<file path="config.mk">
export PLATFORM = sky130hd
export DESIGN_NAME = pid_integral_separation_core
export DESIGN_NICKNAME = d
export VERILOG_FILES = /design/src/hdl/pidis_pkg.sv /design/src/hdl/pid_integral_separation_core.sv
export SDC_FILE = /design/constraint.sdc
export NUM_CORES = 2
export LEC_CHECK = 0
export BUFFER_PORTS_ARGS = -buffer_cell sky130_fd_sc_hd__buf_2
export CORE_ASPECT_RATIO = 1.2
export CORE_MARGIN = 10
export CORE_UTILIZATION = 61
export CTS_CLUSTER_SIZE = 10
export DETAILED_ROUTE_END_ITERATION = 8
export PLACE_DENSITY = 0.86
export SLEW_MARGIN = 40
export SYNTH_ARGS = -nofsm -noshare
export SYNTH_HDL_FRONTEND = slang
export SYNTH_SLANG_ARGS = --single-unit
</file>
<file path="constraint.sdc">
create_clock -name clock -period 9.6 [get_ports clock]
set_clock_uncertainty 0.15 [all_clocks]
set_input_delay 0.48 -clock clock [delete_from_list [all_inputs] [get_ports clock]]
set_output_delay 0.48 -clock clock [all_outputs]
set_load 0.05 [all_outputs]
</file>
<file path="src/hdl/pidis_pkg.sv">
// ----------------------------------------------------------------------------
// pidis_pkg
// Shared types and constants of the PID core with integral separation:
// register indexes, field widths and pipeline stage payloads.
// ----------------------------------------------------------------------------
package pidis_pkg;

   localparam int ErrW   = 16;
   localparam int GainW  = 16;
   localparam int ThrW   = 15;
   localparam int LimW   = 31;
   localparam int DataW  = 32;
   localparam int IdxW   = 3;
   localparam int PdW    = 33;                 // kp*e + kd*d
   localparam int PiW    = GainW + DataW;      // ki*integral
   localparam int TotW   = PiW + 1;

   typedef enum logic [IdxW-1:0] {
      REG_GAIN_PROP  = 3'd0,
      REG_GAIN_INTEG = 3'd1,
      REG_GAIN_DERIV = 3'd2,
      REG_SEP_THR    = 3'd3,
      REG_WINDUP_LIM = 3'd4,
      REG_CLAMP_EN   = 3'd5,
      REG_OUT_UPPER  = 3'd6,
      REG_OUT_LOWER  = 3'd7
   } reg_index_type;

   // Payload between the integral stage and the integral product stage.
   typedef struct packed {
      logic                    clear;
      logic                    use_integ;
      logic signed [PdW-1:0]   pd_sum;
      logic signed [DataW-1:0] integ;
   } stage1_type;

   // Payload between the integral product stage and the output stage.
   typedef struct packed {
      logic                    clear;
      logic                    use_integ;
      logic signed [PdW-1:0]   pd_sum;
      logic signed [PiW-1:0]   pi_prod;
   } stage2_type;

endpackage

</file>
<file path="src/hdl/pid_integral_separation_core.sv">
// ----------------------------------------------------------------------------
// pid_integral_separation_core
// Positional PID step with integral separation, anti-windup and optional
// output clamp. Gains are signed Q8.8.
// ----------------------------------------------------------------------------
// A word passes the input, stage 1, stage 2 and output registers in turn.
// Throughput: one word per cycle while results are taken; each stage holds its
// word only while the next is full, so input fills in behind a waiting result.
// The integral is updated in the first stage, so successive words see it.
// Reset clears the integral and the pipeline and loads the register defaults.
module pid_integral_separation_core
   import pidis_pkg::*;
(
   input  logic                    clock,
   input  logic                    reset,
   input  logic                    req_valid,
   output logic                    req_ready,
   input  logic                    req_action,
   input  logic signed [ErrW-1:0]  req_error_in,
   input  logic signed [ErrW-1:0]  req_deriv_in,
   output logic                    rsp_valid,
   input  logic                    rsp_ready,
   output logic signed [DataW-1:0] rsp_drive_out,
   output logic                    rsp_integ_used,
   input  logic                    csr_we,
   input  logic [IdxW-1:0]         csr_index,
   input  logic [DataW-1:0]        csr_wdata
);

   // Configuration registers.
   logic signed [GainW-1:0] kp_ff, ki_ff, kd_ff;
   logic [ThrW-1:0]         thr_ff;
   logic [LimW-1:0]         lim_ff;
   logic                    clamp_ff;
   logic signed [DataW-1:0] upper_ff, lower_ff;

   always_ff @(posedge clock) begin
      if (reset) begin
         kp_ff    <= '0;
         ki_ff    <= '0;
         kd_ff    <= '0;
         thr_ff   <= '1;
         lim_ff   <= '1;
         clamp_ff <= 1'b0;
         upper_ff <= {1'b0, {(DataW-1){1'b1}}};
         lower_ff <= {1'b1, {(DataW-1){1'b0}}};
      end else if (csr_we) begin
         case (reg_index_type'(csr_index))
            REG_GAIN_PROP:  kp_ff    <= csr_wdata[GainW-1:0];
            REG_GAIN_INTEG: ki_ff    <= csr_wdata[GainW-1:0];
            REG_GAIN_DERIV: kd_ff    <= csr_wdata[GainW-1:0];
            REG_SEP_THR:    thr_ff   <= csr_wdata[ThrW-1:0];
            REG_WINDUP_LIM: lim_ff   <= csr_wdata[LimW-1:0];
            REG_CLAMP_EN:   clamp_ff <= csr_wdata[0];
            REG_OUT_UPPER:  upper_ff <= csr_wdata;
            REG_OUT_LOWER:  lower_ff <= csr_wdata;
            default:        ;
         endcase
      end
   end

   // Pipeline valid bits and per-stage move conditions.
   logic s0_valid_ff, s1_valid_ff, s2_valid_ff, out_valid_ff;
   logic out_open, s2_open, s1_open, s0_open;
   logic s0_move;

   assign out_open  = !out_valid_ff || rsp_ready;
   assign s2_open   = !s2_valid_ff || out_open;
   assign s1_open   = !s1_valid_ff || s2_open;
   assign s0_open   = !s0_valid_ff || s1_open;
   assign s0_move   = s0_valid_ff && s1_open;
   assign req_ready = s0_open;

   always_ff @(posedge clock) begin
      if (reset) begin
         s0_valid_ff  <= 1'b0;
         s1_valid_ff  <= 1'b0;
         s2_valid_ff  <= 1'b0;
         out_valid_ff <= 1'b0;
      end else begin
         if (s0_open)  s0_valid_ff  <= req_valid;
         if (s1_open)  s1_valid_ff  <= s0_valid_ff;
         if (s2_open)  s2_valid_ff  <= s1_valid_ff;
         if (out_open) out_valid_ff <= s2_valid_ff;
      end
   end

   // Input register.
   logic                   action_ff;
   logic signed [ErrW-1:0] err_ff, der_ff;

   always_ff @(posedge clock) begin
      if (s0_open) begin
         action_ff <= req_action;
         err_ff    <= req_error_in;
         der_ff    <= req_deriv_in;
      end
   end

   // Stage 0: separation test, anti-windup, saturating accumulation and the P and D products.
   logic signed [DataW-1:0] integ_ff, integ_in;
   logic signed [ErrW:0]    err_x, thr_x;
   logic signed [DataW:0]   acc_x, lim_x, acc_sum;
   logic                    use_integ, add_err;
   logic signed [DataW-1:0] acc_sat;
   logic signed [DataW-1:0] p_prod, d_prod;
   stage1_type              s1_ff, s1_in;

   always_comb begin
      err_x     = {err_ff[ErrW-1], err_ff};
      thr_x     = {2'b00, thr_ff};
      use_integ = !((err_x > thr_x) || (err_x < -thr_x));
      acc_x     = {integ_ff[DataW-1], integ_ff};
      lim_x     = {2'b00, lim_ff};
      if (acc_x > lim_x) begin
         add_err = err_ff[ErrW-1];
      end else if (acc_x < -lim_x) begin
         add_err = !err_ff[ErrW-1] && (err_ff != '0);
      end else begin
         add_err = 1'b1;
      end
      acc_sum = acc_x + (DataW+1)'(err_ff);
      if (acc_sum[DataW] != acc_sum[DataW-1]) begin
         acc_sat = acc_sum[DataW] ? {1'b1, {(DataW-1){1'b0}}}
                                  : {1'b0, {(DataW-1){1'b1}}};
      end else begin
         acc_sat = acc_sum[DataW-1:0];
      end

      if (action_ff) begin
         integ_in = '0;
      end else if (use_integ && add_err) begin
         integ_in = acc_sat;
      end else begin
         integ_in = integ_ff;
      end

      p_prod          = DataW'(kp_ff) * DataW'(err_ff);
      d_prod          = DataW'(kd_ff) * DataW'(der_ff);
      s1_in.clear     = action_ff;
      s1_in.use_integ = use_integ && !action_ff;
      s1_in.pd_sum    = PdW'(p_prod) + PdW'(d_prod);
      s1_in.integ     = integ_in;
   end

   always_ff @(posedge clock) begin
      if (reset) begin
         integ_ff <= '0;
      end else if (s0_move) begin
         integ_ff <= integ_in;
      end
   end

   always_ff @(posedge clock) begin
      if (s1_open) begin
         s1_ff <= s1_in;
      end
   end

   // Stage 1: integral product, dropped when the integral is separated out.
   stage2_type s2_ff, s2_in;

   always_comb begin
      s2_in.clear     = s1_ff.clear;
      s2_in.use_integ = s1_ff.use_integ;
      s2_in.pd_sum    = s1_ff.pd_sum;
      s2_in.pi_prod   = s1_ff.use_integ ? PiW'(PiW'(ki_ff) * PiW'(s1_ff.integ)) : '0;
   end

   always_ff @(posedge clock) begin
      if (s2_open) begin
         s2_ff <= s2_in;
      end
   end

   function automatic logic signed [DataW:0] upper_limit_32();
      return {2'b00, {(DataW-1){1'b1}}};
   endfunction

   // Stage 2: sum, floor divide by 256, saturate, clamp, and force zero on a clear.
   logic signed [TotW-1:0]    total;
   logic signed [TotW-9:0]    quot;
   logic signed [DataW-1:0]   sat_val, drive_in, drive_ff;
   logic                      used_ff;

   always_comb begin
      total = TotW'(s2_ff.pi_prod) + TotW'(s2_ff.pd_sum);
      // An arithmetic shift rounds toward minus infinity.
      quot  = total[TotW-1:8];
      if (quot > (TotW-8)'(upper_limit_32())) begin
         sat_val = {1'b0, {(DataW-1){1'b1}}};
      end else if (quot < -(TotW-8)'(upper_limit_32()) - (TotW-8)'(1)) begin
         sat_val = {1'b1, {(DataW-1){1'b0}}};
      end else begin
         sat_val = quot[DataW-1:0];
      end
      drive_in = sat_val;
      if (clamp_ff) begin
         if (sat_val > upper_ff) begin
            drive_in = upper_ff;
         end else if (sat_val < lower_ff) begin
            drive_in = lower_ff;
         end
      end
      if (s2_ff.clear) begin
         drive_in = '0;
      end
   end

   always_ff @(posedge clock) begin
      if (out_open) begin
         drive_ff <= drive_in;
         used_ff  <= s2_ff.use_integ;
      end
   end

   assign rsp_valid      = out_valid_ff;
   assign rsp_drive_out  = drive_ff;
   assign rsp_integ_used = used_ff;

endmodule

</file>
==> report_table.html <==
<table>
<tr><th>Metric</th><th>Value</th></tr>
<tr><th colspan="2">Run status</th></tr>
<tr><td>Status</td><td>completed</td></tr>
<tr><th colspan="2">Clock network</th></tr>
<tr><td>Clk root buf</td><td>clkbuf_16</td></tr>
<tr><td>Clock tree from TritonCTS</td><td>built</td></tr>
<tr><td>Number of clock buffers inserted by TritonCTS</td><td>49</td></tr>
<tr><td>Post-CTS sizing</td><td>0</td></tr>
<tr><td>Setup bufs post-CTS</td><td>0</td></tr>
<tr><td>Clock slew at the register clock pins of the worst setup and hold paths</td><td>60 ps</td></tr>
<tr><td>Worst-Skew Late Latency</td><td>approximately 660 ps</td></tr>
<tr><td>Count of H-tree levels built during CTS</td><td>2</td></tr>
<tr><td>Clock Path Buffers</td><td>3</td></tr>
<tr><td>Clock sink count</td><td>411</td></tr>
<tr><th colspan="2">Setup path</th></tr>
<tr><td>Library cell appearing most often on the critical path</td><td>fa_1</td></tr>
<tr><td>Max FO, Critical Path</td><td>17</td></tr>
<tr><td>Critical Path Slowest Stage Cell</td><td>fa_1</td></tr>
<tr><td>Arrival time reported for the critical path endpoint</td><td>8830 ps</td></tr>
<tr><td>Required time of the worst setup path</td><td>9830 ps</td></tr>
<tr><td>Crit path launch type</td><td>flop</td></tr>
<tr><td>Type of the worst setup path</td><td>reg -&gt; reg</td></tr>
<tr><td>Endpoint class of the critical path</td><td>flop</td></tr>
<tr><td>CP peak stage delay</td><td>just under 700 ps</td></tr>
<tr><td>Chain of cells forming the critical path</td><td>nand2_1, fa_1, inv_1, fa_1, inv_1, fa_1, fa_1, fa_1, fa_1, fa_1, inv_1, fa_1, ha_1, nor3_1, nand2_1, a211oi_1, o31ai_1, o41ai_1, o21ai_0, a21oi_1, o21bai_1, a21oi_1, xnor2_1</td></tr>
<tr><th colspan="2">Global routing</th></tr>
<tr><td>Remaining Overflow, GRT</td><td>0</td></tr>
<tr><td>Via count of the first global-routing pass</td><td>51,067</td></tr>
<tr><td>Global-route wire length before repair</td><td>277,000 µm</td></tr>
<tr><td>Number of antenna violations at the first check in global routing</td><td>16</td></tr>
<tr><td>Maximum number of pins on one net before global-route repair</td><td>84</td></tr>
<tr><td>GRT Util Overall</td><td>31.5%</td></tr>
<tr><th colspan="2">Synth</th></tr>
<tr><td>Top-count cell post-synth</td><td>inv_1</td></tr>
<tr><td>Synthesized cell area</td><td>60,800 µm²</td></tr>
<tr><td>Post-Syn Nets</td><td>8,178</td></tr>
<tr><td>Mean Syn Cell Area</td><td>slightly above 9 µm²</td></tr>
<tr><td>Number of synthesized register bits</td><td>411</td></tr>
<tr><td>Area share of the leading cell type in the synthesized netlist</td><td>35.3%</td></tr>
<tr><td>Syn. warnings</td><td>0</td></tr>
<tr><td>Synth cell count leaders</td><td>inv_1, fa_1, nand2_1, ha_1, and2_1</td></tr>
<tr><td>Area contributors post-synth</td><td>fa_1, edfxtp_1, ha_1</td></tr>
<tr><td>Most used flip-flop cell after synthesis</td><td>edfxtp_1</td></tr>
<tr><td>Synthesized netlist cell count</td><td>between 6,000 and 7,000</td></tr>
<tr><td>Distinct cell type count after synthesis</td><td>83</td></tr>
<tr><td>Sequential element share of the synthesized area</td><td>17.1%</td></tr>
<tr><td>Number of flops mapped to enable cells by yosys</td><td>between 200 and 250</td></tr>
<tr><td>Share of flip-flops with an asynchronous set or reset</td><td>0%</td></tr>
<tr><td>Cell accounting for the most synthesized area</td><td>fa_1</td></tr>
<tr><th colspan="2">Routing</th></tr>
<tr><td>Number of DRC markers after the initial detailed-route iteration</td><td>4,083</td></tr>
<tr><td>First-pass DRT Iterations</td><td>8</td></tr>
<tr><td>Vias per cell</td><td>about 6.0</td></tr>
<tr><td>Average wire per cell in the routed design</td><td>approximately 22 µm</td></tr>
<tr><td>DRC violations left</td><td>0</td></tr>
<tr><td>WL final</td><td>175,000 µm</td></tr>
<tr><td>Antenna-violating nets left</td><td>0</td></tr>
<tr><td>Via count</td><td>~47,000</td></tr>
<tr><th colspan="2">Floorplanning</th></tr>
<tr><td>Starting density of the core</td><td>about three fifths</td></tr>
<tr><td>Row cnt</td><td>126</td></tr>
<tr><td>Standard cell core area</td><td>~100,000 µm²</td></tr>
<tr><td>Horizontal die dimension</td><td>308 µm</td></tr>
<tr><td>Top-level port count</td><td>between 100 and 150</td></tr>
<tr><td>Full die area</td><td>between 100,000 and 150,000 µm²</td></tr>
<tr><td>Floorplan die height</td><td>between 300 and 400 µm</td></tr>
<tr><th colspan="2">Timing</th></tr>
<tr><td>Max Slew Vio Count</td><td>0</td></tr>
<tr><td>Rel. slew slack</td><td>32.2%</td></tr>
<tr><td>Final sum of negative setup slack</td><td>0 ps</td></tr>
<tr><td>Final hold vios</td><td>0</td></tr>
<tr><td>Worst hold slack</td><td>84.9 ps</td></tr>
<tr><td>Crit path time final</td><td>8600 ps</td></tr>
<tr><td>Worst Tran Pin Value</td><td>1010 ps</td></tr>
<tr><td>RSZ-0062 raised after global routing</td><td>no</td></tr>
<tr><td>Highest achievable clock rate</td><td>0.116 GHz</td></tr>
<tr><td>Endpoints failing setup</td><td>0</td></tr>
<tr><td>Final worst-path cycle share</td><td>89.6%</td></tr>
<tr><th colspan="2">Place</th></tr>
<tr><td>Post-placement cell area</td><td>62,500 µm²</td></tr>
<tr><td>Gp weighted congestion</td><td>1.01</td></tr>
<tr><td>Sum of net half-perimeters after detailed placement</td><td>~140,000 µm</td></tr>
<tr><td>I/O Buffers</td><td>107</td></tr>
<tr><th colspan="2">Worst hold path</th></tr>
<tr><td>Min-Delay Path Class</td><td>in -&gt; reg</td></tr>
<tr><th colspan="2">Layout</th></tr>
<tr><td>Sequential cell area in the final layout</td><td>10,400 µm²</td></tr>
<tr><td>Area of the multi-input gates</td><td>44,500 µm²</td></tr>
<tr><td>Final Instance Area</td><td>between 60,000 and 70,000 µm²</td></tr>
<tr><td>Nets@finish</td><td>8,190</td></tr>
<tr><td>Layout filler cell count</td><td>7,543</td></tr>
<tr><td>Final core utilization</td><td>65.4%</td></tr>
<tr><td>Synth-to-Final Area Change</td><td>6.10%</td></tr>
<tr><td>Share of final-layout standard cells stronger than drive strength 1</td><td>5.27%</td></tr>
<tr><th colspan="2">Power and ir drop</th></tr>
<tr><td>Total chip power</td><td>8.31 mW</td></tr>
<tr><td>Worst-case vdd ir drop</td><td>0.000175 V</td></tr>
<tr><td>Leakage Power</td><td>29.3 nW</td></tr>
<tr><td>Cell Pwr Density</td><td>approximately 130 nW/µm²</td></tr>
<tr><th colspan="2">Run</th></tr>
<tr><td>Max Cap Viol</td><td>0</td></tr>
</table>
-- placed cells by master (no fill, tap or decap), types with 29 or more instances in the layout --
cell,n
and2_1,396
a31o_2,29
dfxtp_1,188
o2bb2ai_1,29
nand3_1,39
buf_4,62
clkbuf_16,49
o211ai_1,88
a21o_1,107
ha_1,500
nor3_1,41
buf_2,106
nand2_1,993
nor2_1,174
dlygate4sd3_1,37
nand2b_1,74
nor2b_1,39
inv_1,1330
o21a_1,47
o21bai_1,32
edfxtp_1,216
xor2_1,41
a221oi_2,31
a211oi_1,35
fa_1,1071
o21ai_0,103
xnor2_1,152
nand4_1,60
a21oi_1,240
-- logic make-up (layout without fill, tap and decap cells) --
| group | after synthesis | count (layout) | synth area share (%) |
|---|---|---|---|
| compound gates | 853 | 853 | 9.89 |
| buf+inv | 1587 | 1635 | 9.85 |
| simple gates | 1912 | 1912 | 14.8 |
| xor+xnor | 194 | 194 | 2.79 |
| other cells | 0 | 8 | 0 |
| fa+ha+maj | 1572 | 1572 | 45.6 |
| flops | 411 | 411 | 17.1 |
| mux | 4 | 4 | 0.0679 |
-- worst paths after layout --
path	slack (ps)	to	cells past startpoint	start
max	1000	s1_ff[61]	23	kd_ff[15]
min	80	lim_ff[22]	3	csr_wdata[22]
max reg2reg	1000	s1_ff[61]	23	kd_ff[15]
min reg2reg	270	s2_ff[54]	0	s1_ff[38]
-- layout make-up --
type	count	share of cell area (%)
multi-input combinational	4535	69.0
sequential	411	16.1
inverter	1334	7.76
tap	1280	2.48
timing repair buffer	214	2.29
clock buffer	79	2.11
clock inverter	8	0.221
antenna	8	0.0310
-- worst max-delay path: cells and delay by family, from the launching register on --
family / cells / cell delay, ps
XOR/XNOR: 1 / 80
AND/OR/NAND/NOR: 3 / 1260
AO/OA/AOI/OAI: 7 / 1760
buffers and inverters: 3 / 160
adder cells (fa/ha/maj): 9 / 4330
flip-flops: 1 / 650
-- layer usage --
| metal | track usage [%] | share of wire, % | up-vias |
|---|---|---|---|
| met5 | 0 | 0.045 | - |
| met4 | 22.0 | 8.3 | 12 |
| met3 | 7.29 | 9.8 | 800 |
| met2 | 51.9 | 48 | 2601 |
| met1 | 35.9 | 34 | 23282 |
| li1 | - | - | 20495 |
-- power breakdown --
part | leakage [nW] | total (mW) | internal, mW | switching (mW)
combinational | 24.5 | 4.09 | 1.53 | 2.56
clock | 0.713 | 1.78 | 1.00 | 0.785
sequential | 4.06 | 2.44 | 2.17 | 0.265
total | 29.3 | 8.31 | 4.70 | 3.61
-- state kept, by name, indices dropped and copies added (netlist names) --
name,flops
err_ff,16
s0_valid_ff,1
integ_ff,32
rsp_drive_out,32
upper_ff,32
ki_ff,16
lim_ff,31
lower_ff,32
s2_ff,83
rsp_integ_used,1
kd_ff,16
action_ff,1
s1_valid_ff,1
thr_ff,15
kp_ff,16
s1_ff,67
s2_valid_ff,1
rsp_valid,1
clamp_ff,1
der_ff,16
-- repair_timing --
item / in CTS / in global routing
hold endpoints to repair: 44 / 0
hold buffers: 37 / 0
endpoints found under the setup margin: 0 / 0
-- stage by stage --
step	setup WS, ps	instances
5_1_grt	550	7861
3_5_place_dp	1090	7730
3_3_place_gp	1170	7728
2_1_floorplan	1680	6533
6_report	996	7869
4_1_cts	1080	7854
No activity file was read; power rests on OpenSTA's default activity.
